[config.mk]
export PLATFORM = sky130hd
export DESIGN_NAME = vending_change_dispenser
export DESIGN_NICKNAME = d
export VERILOG_FILES = /design/src/sv/vcd_pkg.sv /design/src/sv/vcd_front.sv /design/src/sv/vcd_queue.sv /design/src/sv/vcd_back.sv /design/src/sv/vending_change_dispenser.sv
export SDC_FILE = /design/constraint.sdc
export NUM_CORES = 1
export LEC_CHECK = 0
export BUFFER_PORTS_ARGS = -buffer_cell sky130_fd_sc_hd__buf_2
export CORE_ASPECT_RATIO = 2
export CORE_UTILIZATION = 30
export DETAILED_ROUTE_END_ITERATION = 12
export PLACE_DENSITY = 0.41
export REMOVE_ABC_BUFFERS = 1
export SETUP_SLACK_MARGIN = 0.1
export SLEW_MARGIN = 40
export SYNTH_ARGS = -nofsm -noshare
export SYNTH_HDL_FRONTEND = slang
export SYNTH_SLANG_ARGS = --single-unit
[constraint.sdc]
create_clock -name clock -period 14.42 [get_ports clock]
set_input_delay 2.884 -clock clock [delete_from_list [all_inputs] [get_ports clock]]
set_output_delay 2.884 -clock clock [all_outputs]
set_load 0.02 [all_outputs]
[src/sv/vcd_pkg.sv]
// Shared types, codes and constants of the vending change dispenser.
package vcd_pkg;

   // Field widths fixed by the interface.
   localparam int OP_W       = 2;
   localparam int CENTS_W    = 14;
   localparam int LOAD_W     = 8;
   localparam int COIN_OUT_W = 8;
   localparam int STATUS_W   = 3;
   localparam int COUNTER_W  = 16;

   // Default width of each coin stock count.
   localparam int COIN_COUNT_BITS_DEF = 8;

   // Coin and bill values in cents.
   localparam int DOLLAR_CENTS  = 100;
   localparam int QUARTER_CENTS = 25;
   localparam int DIME_CENTS    = 10;
   localparam int NICKEL_CENTS  = 5;
   localparam int TOTAL_MAX     = 16383;

   // Reciprocal constants: floor(x / c) == (x * RECIP) >> SHIFT for all 14-bit x.
   localparam int QUARTER_RECIP = 5243;
   localparam int QUARTER_SHIFT = 17;
   localparam int DIME_RECIP    = 52429;
   localparam int DIME_SHIFT    = 19;
   localparam int NICKEL_RECIP  = 52429;
   localparam int NICKEL_SHIFT  = 18;
   localparam int DOLLAR_RECIP  = 5243;
   localparam int DOLLAR_SHIFT  = 19;

   // Widths of the quotients of a 14-bit amount.
   localparam int QDIV_W = 10;
   localparam int DDIV_W = 11;
   localparam int NDIV_W = 12;
   localparam int DOL_W  = 8;

   // Product widths for the reciprocal multiplications.
   localparam int QPROD_W = 27;
   localparam int DPROD_W = 30;
   localparam int NPROD_W = 30;

   // Depth of the queue between the front and the back.
   localparam int QUEUE_DEPTH = 2;

   // Operation codes on the input channel.
   localparam logic [OP_W-1:0] OP_INSERT = 2'd0;
   localparam logic [OP_W-1:0] OP_FINISH = 2'd1;
   localparam logic [OP_W-1:0] OP_LOAD   = 2'd2;

   // Result status codes.
   typedef enum logic [STATUS_W-1:0] {
      ST_SOLD         = 3'd0,
      ST_CANCEL       = 3'd1,
      ST_SHORT_MONEY  = 3'd2,
      ST_SHORT_CHANGE = 3'd3,
      ST_ACCEPTED     = 3'd4
   } status_type;

   // Classified command kinds.
   typedef enum logic [1:0] {
      CMD_INSERT,
      CMD_FINISH,
      CMD_LOAD,
      CMD_NOP
   } cmd_kind_type;

   // One classified item as it sits in the queue.
   typedef struct packed {
      cmd_kind_type        kind;
      logic                start_entry;
      logic                add_dollar;
      logic [CENTS_W-1:0]  price_cents;
      logic [LOAD_W-1:0]   load_quarters;
      logic [LOAD_W-1:0]   load_dimes;
      logic [LOAD_W-1:0]   load_nickels;
   } cmd_type;

   // Back-end sequencer states.
   typedef enum logic [2:0] {
      BK_IDLE,
      BK_QDIV,
      BK_QMIN,
      BK_DDIV,
      BK_DMIN,
      BK_NDIV,
      BK_NMIN
   } bk_state_type;

endpackage

[src/sv/vcd_front.sv]
// Front end: accepts input items and classifies them into queue commands.
module vcd_front (
   input  logic                         req_valid,
   output logic                         req_stall,
   input  logic [vcd_pkg::OP_W-1:0]     req_op,
   input  logic [vcd_pkg::CENTS_W-1:0]  req_value_cents,
   input  logic [vcd_pkg::CENTS_W-1:0]  req_price_cents,
   input  logic [vcd_pkg::LOAD_W-1:0]   req_load_quarters,
   input  logic [vcd_pkg::LOAD_W-1:0]   req_load_dimes,
   input  logic [vcd_pkg::LOAD_W-1:0]   req_load_nickels,
   input  logic                         queue_full,
   output logic                         push,
   output vcd_pkg::cmd_type             cmd
);

   localparam int CW = vcd_pkg::CENTS_W;

   // The front holds off the sender only while the queue is full.
   assign req_stall = queue_full;
   assign push      = req_valid && !queue_full;

   // Decode the operation and reduce the inserted value to two flags.
   always_comb begin
      cmd.start_entry   = 1'b0;
      cmd.add_dollar    = 1'b0;
      cmd.price_cents   = req_price_cents;
      cmd.load_quarters = req_load_quarters;
      cmd.load_dimes    = req_load_dimes;
      cmd.load_nickels  = req_load_nickels;
      case (req_op)
         vcd_pkg::OP_INSERT: begin
            cmd.kind        = vcd_pkg::CMD_INSERT;
            cmd.start_entry = (req_value_cents != '0);
            cmd.add_dollar  = (req_value_cents == CW'(vcd_pkg::DOLLAR_CENTS));
         end
         vcd_pkg::OP_FINISH: cmd.kind = vcd_pkg::CMD_FINISH;
         vcd_pkg::OP_LOAD:   cmd.kind = vcd_pkg::CMD_LOAD;
         default:            cmd.kind = vcd_pkg::CMD_NOP;
      endcase
   end

endmodule

[src/sv/vcd_queue.sv]
// Short command queue between the front end and the back end.
module vcd_queue (
   input  logic              clock,
   input  logic              reset,
   input  logic              push,
   input  vcd_pkg::cmd_type  push_cmd,
   output logic              full,
   input  logic              pop,
   output logic              head_valid,
   output vcd_pkg::cmd_type  head_cmd
);

   localparam int DEPTH = vcd_pkg::QUEUE_DEPTH;
   localparam int PTR_W = (DEPTH > 1) ? $clog2(DEPTH) : 1;
   localparam int CNT_W = $clog2(DEPTH + 1);

   vcd_pkg::cmd_type   entry_ff [DEPTH];
   logic [PTR_W-1:0]   wr_ptr_ff, wr_ptr_in;
   logic [PTR_W-1:0]   rd_ptr_ff, rd_ptr_in;
   logic [CNT_W-1:0]   count_ff, count_in;
   logic               do_push, do_pop;

   assign full       = (count_ff == CNT_W'(DEPTH));
   assign head_valid = (count_ff != '0);
   assign head_cmd   = entry_ff[rd_ptr_ff];
   assign do_push    = push && !full;
   assign do_pop     = pop && head_valid;

   // Pointer and occupancy update with wrap at the queue depth.
   always_comb begin
      wr_ptr_in = wr_ptr_ff;
      rd_ptr_in = rd_ptr_ff;
      count_in  = count_ff;
      if (do_push) begin
         wr_ptr_in = (wr_ptr_ff == PTR_W'(DEPTH - 1)) ? '0 : wr_ptr_ff + 1'b1;
      end
      if (do_pop) begin
         rd_ptr_in = (rd_ptr_ff == PTR_W'(DEPTH - 1)) ? '0 : rd_ptr_ff + 1'b1;
      end
      if (do_push && !do_pop) begin
         count_in = count_ff + 1'b1;
      end else if (do_pop && !do_push) begin
         count_in = count_ff - 1'b1;
      end
   end

   always_ff @(posedge clock) begin
      if (reset) begin
         wr_ptr_ff <= '0;
         rd_ptr_ff <= '0;
         count_ff  <= '0;
      end else begin
         wr_ptr_ff <= wr_ptr_in;
         rd_ptr_ff <= rd_ptr_in;
         count_ff  <= count_in;
      end
   end

   // Entry storage needs no reset.
   always_ff @(posedge clock) begin
      if (do_push) begin
         entry_ff[wr_ptr_ff] <= push_cmd;
      end
   end

endmodule

[src/sv/vcd_back.sv]
// Back end: keeps the machine state, makes change and holds the result register.
module vcd_back #(
   parameter int COIN_COUNT_BITS = vcd_pkg::COIN_COUNT_BITS_DEF
) (
   input  logic                            clock,
   input  logic                            reset,
   input  logic                            cmd_valid,
   input  vcd_pkg::cmd_type                cmd,
   output logic                            cmd_pop,
   output logic                            rsp_valid,
   input  logic                            rsp_stall,
   output logic [vcd_pkg::STATUS_W-1:0]    rsp_status,
   output logic [vcd_pkg::CENTS_W-1:0]     rsp_change_cents,
   output logic [vcd_pkg::COIN_OUT_W-1:0]  rsp_quarters_out,
   output logic [vcd_pkg::COIN_OUT_W-1:0]  rsp_dimes_out,
   output logic [vcd_pkg::COIN_OUT_W-1:0]  rsp_nickels_out
);

   localparam int CCB    = COIN_COUNT_BITS;
   localparam int CW     = vcd_pkg::CENTS_W;
   localparam int OW     = vcd_pkg::COIN_OUT_W;
   localparam int KW     = vcd_pkg::COUNTER_W;
   localparam int QDW    = vcd_pkg::QDIV_W;
   localparam int DDW    = vcd_pkg::DDIV_W;
   localparam int NDW    = vcd_pkg::NDIV_W;
   localparam int DLW    = vcd_pkg::DOL_W;
   localparam int QPW    = vcd_pkg::QPROD_W;
   localparam int DPW    = vcd_pkg::DPROD_W;
   localparam int NPW    = vcd_pkg::NPROD_W;
   localparam int QCMP_W = (CCB > QDW) ? CCB : QDW;
   localparam int DCMP_W = (CCB > DDW) ? CCB : DDW;
   localparam int NCMP_W = (CCB > NDW) ? CCB : NDW;
   localparam int QC_W   = CCB + 5;
   localparam int DC_W   = CCB + 4;
   localparam int NC_W   = CCB + 3;

   // Sequencer state.
   vcd_pkg::bk_state_type state_ff, state_in;

   // Machine state.
   logic [CW-1:0]   total_ff;
   logic            started_ff;
   logic [CCB-1:0]  qstock_ff, dstock_ff, nstock_ff;
   logic [KW-1:0]   dollars_ff, sales_ff;

   // Change-making work registers.
   logic [CW-1:0]   amt_ff, rem_ff, rem2_ff;
   logic [QDW-1:0]  qdiv_ff;
   logic [DDW-1:0]  ddiv_ff;
   logic [NDW-1:0]  ndiv_ff;
   logic [DLW-1:0]  dol_add_ff;
   logic [CCB-1:0]  nq_ff, nd_ff;

   // Result register.
   logic                 rsp_valid_ff;
   vcd_pkg::status_type  rsp_status_ff;
   logic [CW-1:0]        rsp_change_ff;
   logic [OW-1:0]        rsp_q_ff, rsp_d_ff, rsp_n_ff;

   // Control decoded from the state.
   logic                 out_free, fin_go, res_load, res_sale;
   logic                 sale_commit, retry, entry_clear, success;
   vcd_pkg::status_type  res_status;

   // Datapath terms.
   logic [QPW-1:0]     qprod, dolprod;
   logic [DPW-1:0]     dprod;
   logic [NPW-1:0]     nprod;
   logic [CCB-1:0]     nq_sel, nd_sel, nn_sel;
   logic [QC_W-1:0]    nq_cents;
   logic [DC_W-1:0]    nd_cents;
   logic [NC_W-1:0]    nn_cents;
   logic [CW-1:0]      rem3;
   logic [KW:0]        sales_sum, dollars_sum;

   assign out_free = !rsp_valid_ff || !rsp_stall;

   // Quotients by reciprocal multiplication, each registered before use.
   assign qprod   = QPW'(amt_ff) * QPW'(vcd_pkg::QUARTER_RECIP);
   assign dolprod = QPW'(total_ff) * QPW'(vcd_pkg::DOLLAR_RECIP);
   assign dprod   = DPW'(rem_ff) * DPW'(vcd_pkg::DIME_RECIP);
   assign nprod   = NPW'(rem2_ff) * NPW'(vcd_pkg::NICKEL_RECIP);

   // Each coin count is the quotient clipped to the stock.
   assign nq_sel = (QCMP_W'(qdiv_ff) < QCMP_W'(qstock_ff)) ? CCB'(qdiv_ff) : qstock_ff;
   assign nd_sel = (DCMP_W'(ddiv_ff) < DCMP_W'(dstock_ff)) ? CCB'(ddiv_ff) : dstock_ff;
   assign nn_sel = (NCMP_W'(ndiv_ff) < NCMP_W'(nstock_ff)) ? CCB'(ndiv_ff) : nstock_ff;

   assign nq_cents = QC_W'(nq_sel) * QC_W'(vcd_pkg::QUARTER_CENTS);
   assign nd_cents = DC_W'(nd_sel) * DC_W'(vcd_pkg::DIME_CENTS);
   assign nn_cents = NC_W'(nn_sel) * NC_W'(vcd_pkg::NICKEL_CENTS);

   // The split succeeds when the nickels leave nothing over.
   assign rem3    = rem2_ff - CW'(nn_cents);
   assign success = (rem3 == '0);

   // Saturating counters.
   assign sales_sum   = (KW+1)'(sales_ff) + (KW+1)'(1);
   assign dollars_sum = (KW+1)'(dollars_ff) + (KW+1)'(dol_add_ff);

   // Next-state logic.
   always_comb begin
      state_in = state_ff;
      case (state_ff)
         vcd_pkg::BK_IDLE: if (fin_go) state_in = vcd_pkg::BK_QDIV;
         vcd_pkg::BK_QDIV: state_in = vcd_pkg::BK_QMIN;
         vcd_pkg::BK_QMIN: state_in = vcd_pkg::BK_DDIV;
         vcd_pkg::BK_DDIV: state_in = vcd_pkg::BK_DMIN;
         vcd_pkg::BK_DMIN: state_in = vcd_pkg::BK_NDIV;
         vcd_pkg::BK_NDIV: state_in = vcd_pkg::BK_NMIN;
         vcd_pkg::BK_NMIN: begin
            if (retry) begin
               state_in = vcd_pkg::BK_DDIV;
            end else if (out_free) begin
               state_in = vcd_pkg::BK_IDLE;
            end
         end
         default: state_in = vcd_pkg::BK_IDLE;
      endcase
   end

   // Output and control decoding.
   always_comb begin
      cmd_pop     = 1'b0;
      fin_go      = 1'b0;
      res_load    = 1'b0;
      res_sale    = 1'b0;
      res_status  = vcd_pkg::ST_ACCEPTED;
      sale_commit = 1'b0;
      retry       = 1'b0;
      entry_clear = 1'b0;
      case (state_ff)
         vcd_pkg::BK_IDLE: begin
            if (cmd_valid && out_free) begin
               cmd_pop = 1'b1;
               case (cmd.kind)
                  vcd_pkg::CMD_FINISH: begin
                     if (!started_ff) begin
                        res_load    = 1'b1;
                        res_status  = vcd_pkg::ST_CANCEL;
                        entry_clear = 1'b1;
                     end else if (total_ff < cmd.price_cents) begin
                        res_load    = 1'b1;
                        res_status  = vcd_pkg::ST_SHORT_MONEY;
                        entry_clear = 1'b1;
                     end else begin
                        fin_go = 1'b1;
                     end
                  end
                  default: res_load = 1'b1;
               endcase
            end
         end
         vcd_pkg::BK_NMIN: begin
            if (success) begin
               if (out_free) begin
                  res_load    = 1'b1;
                  res_sale    = 1'b1;
                  res_status  = vcd_pkg::ST_SOLD;
                  sale_commit = 1'b1;
                  entry_clear = 1'b1;
               end
            end else if (nq_ff == '0) begin
               if (out_free) begin
                  res_load    = 1'b1;
                  res_status  = vcd_pkg::ST_SHORT_CHANGE;
                  entry_clear = 1'b1;
               end
            end else begin
               retry = 1'b1;
            end
         end
         default: ;
      endcase
   end

   // Sequencer, machine state and result valid.
   always_ff @(posedge clock) begin
      if (reset) begin
         state_ff     <= vcd_pkg::BK_IDLE;
         total_ff     <= '0;
         started_ff   <= 1'b0;
         qstock_ff    <= '0;
         dstock_ff    <= '0;
         nstock_ff    <= '0;
         dollars_ff   <= '0;
         sales_ff     <= '0;
         rsp_valid_ff <= 1'b0;
      end else begin
         state_ff <= state_in;
         if (res_load) begin
            rsp_valid_ff <= 1'b1;
         end else if (!rsp_stall) begin
            rsp_valid_ff <= 1'b0;
         end
         if (cmd_pop && cmd.kind == vcd_pkg::CMD_INSERT) begin
            if (cmd.start_entry) begin
               started_ff <= 1'b1;
            end
            if (cmd.add_dollar &&
                total_ff <= CW'(vcd_pkg::TOTAL_MAX - vcd_pkg::DOLLAR_CENTS)) begin
               total_ff <= total_ff + CW'(vcd_pkg::DOLLAR_CENTS);
            end
         end
         if (cmd_pop && cmd.kind == vcd_pkg::CMD_LOAD) begin
            qstock_ff <= CCB'(cmd.load_quarters);
            dstock_ff <= CCB'(cmd.load_dimes);
            nstock_ff <= CCB'(cmd.load_nickels);
         end
         if (entry_clear) begin
            total_ff   <= '0;
            started_ff <= 1'b0;
         end
         if (sale_commit) begin
            qstock_ff  <= qstock_ff - nq_ff;
            dstock_ff  <= dstock_ff - nd_ff;
            nstock_ff  <= nstock_ff - nn_sel;
            sales_ff   <= sales_sum[KW] ? '1 : sales_sum[KW-1:0];
            dollars_ff <= dollars_sum[KW] ? '1 : dollars_sum[KW-1:0];
         end
      end
   end

   // Change-making work registers, one step per state.
   always_ff @(posedge clock) begin
      case (state_ff)
         vcd_pkg::BK_IDLE: begin
            if (fin_go) begin
               amt_ff <= total_ff - cmd.price_cents;
            end
         end
         vcd_pkg::BK_QDIV: begin
            qdiv_ff    <= qprod[vcd_pkg::QUARTER_SHIFT +: QDW];
            dol_add_ff <= dolprod[vcd_pkg::DOLLAR_SHIFT +: DLW];
         end
         vcd_pkg::BK_QMIN: begin
            nq_ff  <= nq_sel;
            rem_ff <= amt_ff - CW'(nq_cents);
         end
         vcd_pkg::BK_DDIV: ddiv_ff <= dprod[vcd_pkg::DIME_SHIFT +: DDW];
         vcd_pkg::BK_DMIN: begin
            nd_ff   <= nd_sel;
            rem2_ff <= rem_ff - CW'(nd_cents);
         end
         vcd_pkg::BK_NDIV: ndiv_ff <= nprod[vcd_pkg::NICKEL_SHIFT +: NDW];
         vcd_pkg::BK_NMIN: begin
            if (retry) begin
               nq_ff  <= nq_ff - 1'b1;
               rem_ff <= rem_ff + CW'(vcd_pkg::QUARTER_CENTS);
            end
         end
         default: ;
      endcase
   end

   // Result payload; non-sale results carry no change.
   always_ff @(posedge clock) begin
      if (res_load) begin
         rsp_status_ff <= res_status;
         if (res_sale) begin
            rsp_change_ff <= amt_ff;
            rsp_q_ff      <= OW'(nq_ff);
            rsp_d_ff      <= OW'(nd_ff);
            rsp_n_ff      <= OW'(nn_sel);
         end else begin
            rsp_change_ff <= '0;
            rsp_q_ff      <= '0;
            rsp_d_ff      <= '0;
            rsp_n_ff      <= '0;
         end
      end
   end

   assign rsp_valid        = rsp_valid_ff;
   assign rsp_status       = rsp_status_ff;
   assign rsp_change_cents = rsp_change_ff;
   assign rsp_quarters_out = rsp_q_ff;
   assign rsp_dimes_out    = rsp_d_ff;
   assign rsp_nickels_out  = rsp_n_ff;

endmodule

[src/sv/vending_change_dispenser.sv]
// Top level of the vending change dispenser: front end, command queue and back end.
//
//  Channel | Direction | Handshake          | Fields
//  req     | in        | req_valid/req_stall | op, value_cents, price_cents, load_*
//  rsp     | out       | rsp_valid/rsp_stall | status, change_cents, *_out
//
// Insert, load and unused items stay in the idle state; each gives one result.
// A finish item that reaches change making runs the quarter, dime and nickel
// division and clipping states; while the split fails and a quarter can be given
// up, it drops one quarter and reruns the dime and nickel states.
// Reset is synchronous and active high and clears all stock, totals and counters.
// A two-entry queue lets the front keep accepting while the back works or the
// result register waits on rsp_stall.
module vending_change_dispenser #(
   parameter int COIN_COUNT_BITS = vcd_pkg::COIN_COUNT_BITS_DEF
) (
   input  logic                            clock,
   input  logic                            reset,
   input  logic                            req_valid,
   output logic                            req_stall,
   input  logic [vcd_pkg::OP_W-1:0]        req_op,
   input  logic [vcd_pkg::CENTS_W-1:0]     req_value_cents,
   input  logic [vcd_pkg::CENTS_W-1:0]     req_price_cents,
   input  logic [vcd_pkg::LOAD_W-1:0]      req_load_quarters,
   input  logic [vcd_pkg::LOAD_W-1:0]      req_load_dimes,
   input  logic [vcd_pkg::LOAD_W-1:0]      req_load_nickels,
   output logic                            rsp_valid,
   input  logic                            rsp_stall,
   output logic [vcd_pkg::STATUS_W-1:0]    rsp_status,
   output logic [vcd_pkg::CENTS_W-1:0]     rsp_change_cents,
   output logic [vcd_pkg::COIN_OUT_W-1:0]  rsp_quarters_out,
   output logic [vcd_pkg::COIN_OUT_W-1:0]  rsp_dimes_out,
   output logic [vcd_pkg::COIN_OUT_W-1:0]  rsp_nickels_out
);

   logic              push, queue_full, head_valid, pop;
   vcd_pkg::cmd_type  front_cmd, head_cmd;

   // Classify items as they arrive.
   vcd_front u_front (
      .req_valid         (req_valid),
      .req_stall         (req_stall),
      .req_op            (req_op),
      .req_value_cents   (req_value_cents),
      .req_price_cents   (req_price_cents),
      .req_load_quarters (req_load_quarters),
      .req_load_dimes    (req_load_dimes),
      .req_load_nickels  (req_load_nickels),
      .queue_full        (queue_full),
      .push              (push),
      .cmd               (front_cmd)
   );

   // Decouple the front from the back.
   vcd_queue u_queue (
      .clock      (clock),
      .reset      (reset),
      .push       (push),
      .push_cmd   (front_cmd),
      .full       (queue_full),
      .pop        (pop),
      .head_valid (head_valid),
      .head_cmd   (head_cmd)
   );

   // Carry out commands and make change.
   vcd_back #(
      .COIN_COUNT_BITS (COIN_COUNT_BITS)
   ) u_back (
      .clock            (clock),
      .reset            (reset),
      .cmd_valid        (head_valid),
      .cmd              (head_cmd),
      .cmd_pop          (pop),
      .rsp_valid        (rsp_valid),
      .rsp_stall        (rsp_stall),
      .rsp_status       (rsp_status),
      .rsp_change_cents (rsp_change_cents),
      .rsp_quarters_out (rsp_quarters_out),
      .rsp_dimes_out    (rsp_dimes_out),
      .rsp_nickels_out  (rsp_nickels_out)
   );

   // A sale pays out exactly the change owed.
   a_sale_sum : assert property (@(posedge clock) disable iff (reset)
      rsp_valid && rsp_status == vcd_pkg::ST_SOLD |->
         (16'(rsp_quarters_out) * 16'(vcd_pkg::QUARTER_CENTS)
          + 16'(rsp_dimes_out) * 16'(vcd_pkg::DIME_CENTS)
          + 16'(rsp_nickels_out) * 16'(vcd_pkg::NICKEL_CENTS))
         == 16'(rsp_change_cents))
      else $error("sale coins do not add up to the change");

   // Anything but a sale carries no change and no coins.
   a_no_sale_zero : assert property (@(posedge clock) disable iff (reset)
      rsp_valid && rsp_status != vcd_pkg::ST_SOLD |->
         rsp_change_cents == '0 && rsp_quarters_out == '0
         && rsp_dimes_out == '0 && rsp_nickels_out == '0)
      else $error("non-sale result carries change");

   // No item is popped from the queue while the result register is stuck.
   a_pop_free : assert property (@(posedge clock) disable iff (reset)
      pop |-> head_valid && (!rsp_valid || !rsp_stall))
      else $error("queue popped with no room for the result");

endmodule
==> flow_summary.json, run 1 <==
{
  "fmax_ghz": 0.115,
  "drt_iter0_drc": 613,
  "power_frac_clock_pct": 27.9,
  "cts-root-buf": "clkbuf_16",
  "n_fill_cell": 8283,
  "grt_pass1_vias": 18637,
  "start_util_pct": 30.3,
  "layout-drive-gt1-share_pct": 8.37,
  "final_nets": 3139,
  "final_hold_viol_count": 0,
  "synth_top_area_cell": "edfxtp_1",
  "p_comb_share_pct": 35.4,
  "seqPwrFrac_pct": 36.8,
  "min_period_ns": 8.67,
  "arrival_ns": 8.88,
  "yosys_warnings": 0,
  "viasPerCell": 4.82,
  "clk_pin_slew_worst_paths_ns": 0.06,
  "max_cap_viol_count": 0,
  "layout.cells.non_filler": 3530,
  "netSwitchingFraction_pct": 35.7,
  "vdd_ir_drop_max_v": 0.0000763,
  "areaGrowthSynthToFinish_pct": 11.3,
  "place_congestion": 0.854,
  "hold_path.class": "flip-flop to flip-flop",
  "final_antenna_net_count": 0,
  "setup_ws_ns": 5.75,
  "grt_max_degree": 50,
  "ys_types": 78,
  "avgSynthCellArea_sq_um": 10.6,
  "setup_violations": 0,
  "critPathLaunchType": "flip-flop",
  "chipHeight_um": 409,
  "fin_crit_sh_pct": 60.1,
  "rows": 149,
  "clock-sinks": 262,
  "status": "complete, no violations",
  "synth_area_leaders": "edfxtp_1 (26%), ha_1 (22%), fa_1 (16%)",
  "numCtsBuffers": 28,
  "hold_buffers": 0,
  "cts-resized-gates": 0,
  "finalInstanceArea_sq_um": 27700,
  "internal_power_uw": 1780,
  "grtUsageTotal_pct": 17.0,
  "gr-total-overflow": 0,
  "leakage_uw": 0.0126,
  "async_reset_ff_share_pct": 0,
  "ys_seq_elements": 262,
  "synth_edf_count": 216,
  "synthMostInstantiatedCell": "ha_1",
  "synth_area_sq_um": 24900,
  "endpoint_kind": "flip-flop",
  "drv_slew": 0,
  "post_cts_buffers": 0,
  "finalWirelength_um": 70000,
  "seq_area_frac_synth_pct": 29.8,
  "worstMarginPinSlew_ns": 0.859,
  "clock_skew_ns": 0.0344,
  "dp_slack_ns": 5.73,
  "path_class": "flip-flop to flip-flop",
  "grt_pass1_wl_um": 107000,
  "dieArea_sq_um": 84200,
  "power.switching_uw": 990,
  "place_area_sq_um": 26700,
  "via_count": 17017,
  "dp_hpwl_um": 58500,
  "synth_top_cell_area_share_pct": 26.1,
  "power_density_nw_per_um2": 100,
  "netlist_top_cells_count": "ha_1 (437), inv_1 (414), edfxtp_1 (216)",
  "relSlewSlack_pct": 42.7,
  "die_w_um": 206,
  "port_buffers": 100,
  "clk_path_buf_depth": 3,
  "ys.flop_type": "edfxtp_1",
  "antenna_found_initial": 4,
  "core_sq_um": 82200,
  "path_max_fanout": 29,
  "io_pins": 101,
  "dr.pass1.iters": 5,
  "htree_levels": 1,
  "worstSkewPairLatency_ns": 0.61,
  "drc_errors": 0,
  "cts_tree": "built",
  "cp.required_ns": 14.63,
  "syn_inst": 2343,
  "fin_setup_tns_ns": 0,
  "wl_per_cell_um": 19.8,
  "whs_ns": 0.519,
  "rsz0062_at_grt": "no",
  "dp.cells": 3477
}
-- metal layers --
layer / global-route usage (%) / routed length [um]
met5: 0 / 0
met2: 36.1 / 41800
met4: 6.60 / 2870
met1: 16.2 / 23900
met3: 1.07 / 1410
-- state kept, by name, summed over array words and instances (netlist names), 10 cells and up, named ones only --
signal	flops
u_back.rsp_change_cents	14
u_back.ndiv_ff	12
u_back.qdiv_ff	10
u_back.rem2_ff	14
u_back.rem_ff	14
u_back.amt_ff	14
u_queue.entry_ff	84
u_back.ddiv_ff	11
u_back.total_ff	12
-- cells in the final DEF, fill, tap and decap left out, types with 45 or more instances in the layout --
cell        n
ha_1      437
inv_1     414
edfxtp_1  216
fa_1      194
nor2_1    119
buf_2     100
nand2_1    93
a21oi_1    93
o21ai_0    84
xnor2_1    82
mux2i_1    62
xor2_1     52
dfxtp_1    45
-- worst max-delay path: stages, from the launching register on --
cell and delay [ns]:
dfxtp_1 0.57, inv_1 0.11, ha_1 0.31, nand4_1 0.10, nor3_1 0.45, a211o_1 0.60, nor2_1 0.12, a21oi_1 0.57
xnor2_1 0.19, fa_1 0.43, ha_1 0.38, and3_1 0.25, and3_1 0.20, nor4_1 0.37, nand4_1 0.20, a2111oi_0 0.37
o2111ai_1 0.18, nor4_1 0.31, nand4b_1 0.64, a21oi_2 0.82, nand2b_2 0.49, buf_4 0.57
-- stage by stage --
step	total power, uW	utilization [%]
detailed placement	2030	32.5
CTS	2820	33.7
finish	2770	33.7
global route	2950	33.7
global placement	2020	32.5
floorplan	1710	-
-- final cells by class --
class                   count  area, sq um  area share, %
clock inverters            19          234          0.844
clock buffers              33          739           2.67
inverters                 414         1550           5.61
repair buffers            122          678           2.45
flip-flops and latches    262         7410           26.7
well taps                1057         1320           4.77
multi-input cells        1622        15800           56.9
diodes                      1         2.50        0.00903
-- power by group through the flow --
stage	clock network, uW	registers, uW	logic (uW)
floorplan	0	1080	624
global placement	0	1060	963
detailed placement	0	1040	995
CTS	801	1020	1000
global route	822	1030	1090
finish	773	1020	980
-- kinds of logic after synthesis --
logic type	synth area share, %
AOI/OAI and AO/OA	9.49
adders and majority gates	37.6
buffers and inverters	7.04
muxes	2.86
DFF	29.8
xor gates and xnor gates	4.72
and+or+nand+nor	8.53
-- final timing paths --
kind | cells after the start | start | slack (ns) | end
setup / recovery | 21 | u_back.nstock_ff[5]$_SDFFE_PP0P_ | 5.75 | u_back.rsp_quarters_out[6]$_SDFFCE_PN0P_
hold / removal | 2 | u_back.dstock_ff[1]$_SDFFE_PP0P_ | 0.52 | u_back.dstock_ff[1]$_SDFFE_PP0P_
setup reg to reg | 21 | u_back.nstock_ff[5]$_SDFFE_PP0P_ | 5.75 | u_back.rsp_quarters_out[6]$_SDFFCE_PN0P_
hold reg to reg | 2 | u_back.dstock_ff[1]$_SDFFE_PP0P_ | 0.52 | u_back.dstock_ff[1]$_SDFFE_PP0P_
No activity file was read; power rests on OpenSTA's default activity.
==> inputs of run 2 (changes only) <==
Settings changed: ABC_AREA set to 1, PLACE_DENSITY 0.41 to 0.42.
Clock period 14.42 ns to 7.4 ns, I/O delays scaled along.
==> run 2 against run 1 <==
Sequential power up 130%. Flip-flop and latch count unchanged. Worst hold slack worse by 0.023 ns. Clock-buffer cell count increased by 4. Sequential share of layout area fell by 0.33 points. Die area increased by 1.7%. Clock skew shrank 0.016 ns. Final cell count rose by 9.1%. Largest cell class unchanged. Largest power group is now combinational logic.
==> flow_summary.json, run 2 <==
{
  "slowest_delay_ns": 0.53,
  "ys.flop_type": "edfxtp_1",
  "synth_area_sq_um": 25300,
  "ys_types": 57,
  "synthMostInstantiatedCell": "inv_1",
  "post_cts_buffers": 0,
  "cts-root-buf": "clkbuf_16",
  "seq_area_frac_synth_pct": 29.3,
  "syn_inst": 2649,
  "whs_ns": 0.497,
  "cts-resized-gates": 0,
  "place_congestion": 0.871,
  "via_count": 18406,
  "hold_path.class": "flip-flop to flip-flop",
  "drc_errors": 0,
  "avgSynthCellArea_sq_um": 9.56,
  "crit_family": "simple AND/OR/NAND/NOR gates",
  "final_common_cell": "inv_1",
  "finalPower_uw": 11000,
  "rows": 150,
  "status": "complete, no violations",
  "grt_pass1_vias": 20355,
  "antenna_found_initial": 1,
  "drv_slew": 0,
  "hold_buffers": 0,
  "path_max_fanout": 30,
  "dieArea_sq_um": 85600,
  "dr.pass1.iters": 5,
  "worstMarginPinSlew_ns": 0.779,
  "seq_area_sq_um": 7410,
  "critPathLaunchType": "flip-flop",
  "num_antenna_cells": 0,
  "cp.buffers_inverters": 4,
  "async_reset_ff_share_pct": 0,
  "worstSkewPairLatency_ns": 0.59,
  "start_util_pct": 30.3,
  "slowest_stage": "edfxtp_1",
  "finish.utilization_pct": 33.6,
  "n_fill_cell": 8587,
  "power_density_nw_per_um2": 391,
  "port_buffers": 100,
  "crit_top_cell": "nand2_1",
  "cts_tree": "built",
  "synth_top_cell_area_share_pct": 25.6,
  "synth_area_leaders": "edfxtp_1 (26%), ha_1 (22%), fa_1 (15%)",
  "final_hold_viol_count": 0,
  "grtUsageTotal_pct": 18.3,
  "clock_skew_ns": 0.0184,
  "viasPerCell": 4.78,
  "areaGrowthSynthToFinish_pct": 10.8,
  "gr-total-overflow": 0,
  "rsz0062_at_grt": "no",
  "synth_edf_count": 216,
  "layout_common_cells": "inv_1 (511), ha_1 (437), nand2_1 (333)",
  "final_nets": 3453,
  "final_antenna_net_count": 0,
  "wl_per_cell_um": 20.0,
  "vdd_ir_drop_max_v": 0.000627,
  "drt_iter0_drc": 693,
  "clock-sinks": 262,
  "numCtsBuffers": 28,
  "cp.required_ns": 7.62,
  "finalInstanceArea_sq_um": 28100,
  "relSlewSlack_pct": 47.5,
  "fin_crit_sh_pct": 85.4,
  "grt_pass1_wl_um": 117000,
  "layout-drive-gt1-share_pct": 9.19,
  "arrival_ns": 6.54,
  "fmax_ghz": 0.158,
  "chipHeight_um": 413,
  "regMostFlops": "u_queue.entry_ff",
  "grt_max_degree": 40,
  "die_w_um": 207,
  "dp_hpwl_um": 66400,
  "endpoint_kind": "flip-flop",
  "multiInputGateArea_sq_um": 15800,
  "htree_levels": 1,
  "netlist_top_cells_count": "inv_1 (511), ha_1 (437), nand2_1 (335)",
  "io_pins": 101,
  "clk_pin_slew_worst_paths_ns": 0.07,
  "finalWirelength_um": 76800,
  "clk_path_buf_depth": 3,
  "fin_setup_tns_ns": 0,
  "synth_top_area_cell": "edfxtp_1",
  "core_sq_um": 83500,
  "max_cap_viol_count": 0,
  "min_period_ns": 6.32,
  "place_area_sq_um": 27100,
  "setup_violations": 0,
  "yosys_warnings": 0,
  "largest_reg_flops": 84,
  "leakage_uw": 0.0133,
  "ys_seq_elements": 262,
  "path_class": "flip-flop to flip-flop"
}
==> run 2: cell types whose count changed in the layout (fill, tap and decap cells not counted), moves of 48 or more <==
cell,change
inv_1,+97
nand3_1,+48
mux2i_1,-48
nand2_1,+240
a21oi_1,+77
xnor2_1,-51
==> run 2: final cells by class <==
| type | instances | area share [%] |
|---|---|---|
| clock inverter | 15 | 0.477 |
| clock buffer | 37 | 2.77 |
| sequential | 262 | 26.4 |
| timing repair buffer | 120 | 2.32 |
| tap | 1064 | 4.75 |
| multi-input combinational | 1837 | 56.4 |
| inverter | 515 | 6.89 |
==> run 2: path summary, 6_finish.rpt <==
kind                               startpoint  slack [ns]  cells after the start                                 endpoint
min          u_back.nstock_ff[7]$_SDFFE_PP0P_        0.50                      2         u_back.nstock_ff[7]$_SDFFE_PP0P_
min reg2reg  u_back.nstock_ff[7]$_SDFFE_PP0P_        0.50                      2         u_back.nstock_ff[7]$_SDFFE_PP0P_
max reg2reg       u_back.ndiv_ff[5]$_DFFE_PP_        1.08                     29  u_back.rsp_nickels_out[0]$_SDFFCE_PN0P_
max               u_back.ndiv_ff[5]$_DFFE_PP_        1.08                     29  u_back.rsp_nickels_out[0]$_SDFFCE_PN0P_
==> run 2: kinds of logic (layout without fill, tap and decap cells) <==
| kind of cell | after synthesis | after routing | share of synthesized area (%) |
|---|---|---|---|
| AND/OR/NAND/NOR | 706 | 706 | 12.3 |
| adder cells (fa/ha/maj) | 631 | 631 | 36.9 |
| multiplexers | 38 | 38 | 1.62 |
| flip-flops | 262 | 262 | 29.3 |
| AO/OA/AOI/OAI | 347 | 347 | 7.50 |
| buffers and inverters | 550 | 687 | 8.37 |
| XOR/XNOR | 115 | 115 | 3.98 |
==> run 2: through the flow <==
step,std cells,worst slack [ns]
after floorplan,2614,1.96
after detailed placement,3798,1.14
after global placement,3798,1.13
final,3850,1.08
after global routing,3850,0.687
after CTS,3850,1.11
==> run 2: routing by layer <==
| layer | vias up | global-route usage, % | routed length, um |
|---|---|---|---|
| met5 | - | 0 | 0 |
| met4 | 0 | 9.20 | 4180 |
| met3 | 129 | 1.29 | 1430 |
| met2 | 294 | 40.4 | 47000 |
| met1 | 8996 | 15.7 | 24200 |
| li1 | 8987 | - | - |
==> run 2: tightest hold or removal path, stage by stage, from the launching register on <==
cell and delay, ns:
dfxtp_1 0.31, nand3_1 0.08, a21oi_1 0.06
==> run 2: power breakdown <==
group / switching (uW) / internal, uW / leakage [uW]
clock: 655 / 782 / 0.000448
sequential: 189 / 2110 / 0.00238
combinational: 4430 / 2810 / 0.0105
total: 5270 / 5700 / 0.0133
==> inputs of run 3 (changes only) <==
Settings changed: ABC_AREA 1 to not set, SLEW_MARGIN 40 to 0.
==> run 3 against run 2 <==
Worst setup slack lost 0.39 ns. Worst hold slack gained 0.016 ns. Non-clock buffer count grew 8. Die area shrank 1.7%. Clock skew grew 0.015 ns. Clock power is essentially flat. First-iteration DRC count shrank 25%. Total power shrank 51%. Clock-buffer cell count shrank 1. Sequential power shrank 12%. Critical path type unchanged. Largest power group is now sequential cells.
==> flow_summary.json, run 3 (synthesized netlist as in run 1, its figures left out) <==
{
  "status": "complete, no violations",
  "p_comb_share_pct": 35.5,
  "crit_top_cell": "a21oi_1",
  "worstSkewPairLatency_ns": 0.60,
  "grt_max_degree": 50,
  "largest_reg_flops": 84,
  "fmax_ghz": 0.149,
  "drc_errors": 0,
  "setup_ws_ns": 0.689,
  "drv_slew": 0,
  "grtUsageTotal_pct": 17.2,
  "power.switching_uw": 1960,
  "r2r_slack_ns": 0.69,
  "rr_worst_depth": 22,
  "cp.buffers_inverters": 3,
  "final_hold_viol_count": 0,
  "min_period_ns": 6.71,
  "place_congestion": 0.862,
  "power_density_nw_per_um2": 195,
  "reg2reg_from": "u_back.nstock_ff[5]$_SDFFE_PP0P_",
  "vdd_ir_drop_max_v": 0.000178,
  "arrival_ns": 6.97,
  "power_frac_clock_pct": 27.0,
  "chipHeight_um": 409,
  "whs_endpoint": "u_back.dstock_ff[1]$_SDFFE_PP0P_",
  "drt_iter0_drc": 522,
  "regMostFlops": "u_queue.entry_ff",
  "cts-root-buf": "clkbuf_16",
  "via_count": 17017,
  "fin_setup_tns_ns": 0,
  "clk_pin_slew_worst_paths_ns": 0.07,
  "path_class": "flip-flop to flip-flop",
  "crit_family": "compound AO/OA/AOI/OAI gates",
  "n_fill_cell": 8368,
  "io_pins": 101,
  "clk_path_buf_depth": 3,
  "hold_buffers": 0,
  "worstMarginPinSlew_ns": 1.09,
  "final_nets": 3145,
  "rows": 149,
  "layout-drive-gt1-share_pct": 8.43,
  "die_w_um": 206,
  "seqPwrFrac_pct": 37.4,
  "cp.required_ns": 7.66,
  "dp_hpwl_um": 59000,
  "viasPerCell": 4.81,
  "clock-sinks": 262,
  "hold_path.class": "flip-flop to flip-flop",
  "start_util_pct": 30.3,
  "fin_crit_sh_pct": 90.7,
  "finalWirelength_um": 70700,
  "gr-total-overflow": 0,
  "met1_usage_pct": 15.9,
  "critPathLaunchType": "flip-flop",
  "core_sq_um": 82200,
  "internal_power_uw": 3440,
  "path_max_fanout": 28,
  "grt_pass1_vias": 18627,
  "multiInputGateArea_sq_um": 15800,
  "clock_skew_ns": 0.0339,
  "min_from": "u_back.dstock_ff[1]$_SDFFE_PP0P_",
  "post_cts_buffers": 0,
  "path_cells": "inv_1 -> ha_1 -> nand3_1 -> a21boi_0 -> a211oi_4 -> nor2_1 -> a21oi_1 -> xnor2_1 -> fa_1 -> ha_1 -> a21o_1 -> a21o_1 -> a21oi_1 -> o21ai_0 -> a2111oi_0 -> o2111ai_1 -> nor4_1 -> nand4b_1 -> buf_4 -> a21oi_1 -> nand2b_2 -> buf_12",
  "slowest_stage": "a211oi_4",
  "dr.pass1.iters": 4,
  "slowest_delay_ns": 0.67,
  "met2_usage_pct": 36.1,
  "antenna_found_initial": 4,
  "min_delay_path_depth": 2,
  "relSlewSlack_pct": 26.9,
  "grt_pass1_wl_um": 107000,
  "final_common_cell": "ha_1",
  "layout_common_cells": "ha_1 (437), inv_1 (414), edfxtp_1 (216)",
  "areaGrowthSynthToFinish_pct": 11.3,
  "htree_levels": 1,
  "cts_tree": "built",
  "final_antenna_net_count": 0,
  "leakage_uw": 0.0126,
  "setup_violations": 0,
  "numCtsBuffers": 28,
  "rsz0062_at_grt": "no",
  "wl_per_cell_um": 20.0,
  "worstReg2RegEnd": "u_back.rsp_nickels_out[7]$_SDFFCE_PN0P_",
  "dieArea_sq_um": 84200,
  "seq_area_sq_um": 7410,
  "dp_slack_ns": 0.697,
  "port_buffers": 100,
  "grtUsageMet3_pct": 1.36,
  "cts-resized-gates": 0,
  "endpoint_kind": "flip-flop",
  "max_cap_viol_count": 0,
  "netSwitchingFraction_pct": 36.3,
  "grt-busiest-layer": "met2"
}
## run 3: through the flow
step	utilization, %	total power [uW]	area (sq um)	hold WS (ns)	std cells
global route	33.7	5740	27700	0.539	3536
detailed placement	32.6	4010	26800	0.500	3483
global placement	32.6	3990	26800	0.482	3483
CTS	33.7	5520	27700	0.516	3535
finish	33.7	5400	27700	0.512	3536
floorplan	-	3330	24700	0.462	2298
## run 3: worst max-delay path by stage
stage                                startpoint                                       end  slack (ns)  cells after the start
2_1_floorplan  u_back.nstock_ff[1]$_SDFFE_PP0P_  u_back.rsp_change_cents[0]$_SDFFCE_PN0P_        0.52                     19
5_1_grt        u_back.nstock_ff[5]$_SDFFE_PP0P_   u_back.rsp_nickels_out[3]$_SDFFCE_PN0P_        0.17                     22
6_report       u_back.nstock_ff[5]$_SDFFE_PP0P_   u_back.rsp_nickels_out[7]$_SDFFCE_PN0P_        0.69                     22
3_5_place_dp   u_back.nstock_ff[5]$_SDFFE_PP0P_            u_back.rsp_status[2]$_DFFE_PP_        0.70                     22
3_3_place_gp       u_back.rem2_ff[11]$_DFFE_PP_              u_back.ndiv_ff[11]$_DFFE_PP_        0.72                     20
4_1_cts            u_back.rem2_ff[11]$_DFFE_PP_              u_back.ndiv_ff[11]$_DFFE_PP_        0.67                     20
## run 3: cell type report
class                      count  share of cell area, %
antenna                        1                0.00903
clock buffer                  36                   2.71
clock inverter                16                  0.632
inverter                     414                   5.61
multi-input combinational   1622                   56.9
sequential                   262                   26.7
tap                         1057                   4.77
timing repair buffer         128                   2.65
## run 3: worst min-delay path, cell delays in order, from the launching register on
cell	delay, ns
dfxtp_1	0.32
nand3b_1	0.09
a21oi_1	0.06
## run 3: per-layer routing
layer	up-vias	wire length, um
met2	218	42100
met5	-	0
met3	116	1450
li1	8267	-
met4	0	3580
met1	8416	23600
## run 3: power by group through the flow
stage | Sequential (uW) | Clock [uW] | Combinational (uW)
final | 2020 | 1460 | 1920
after global routing | 2050 | 1560 | 2130
after CTS | 2040 | 1530 | 1960
after detailed placement | 2070 | 0 | 1950
after global placement | 2060 | 0 | 1920
after floorplan | 2110 | 0 | 1220
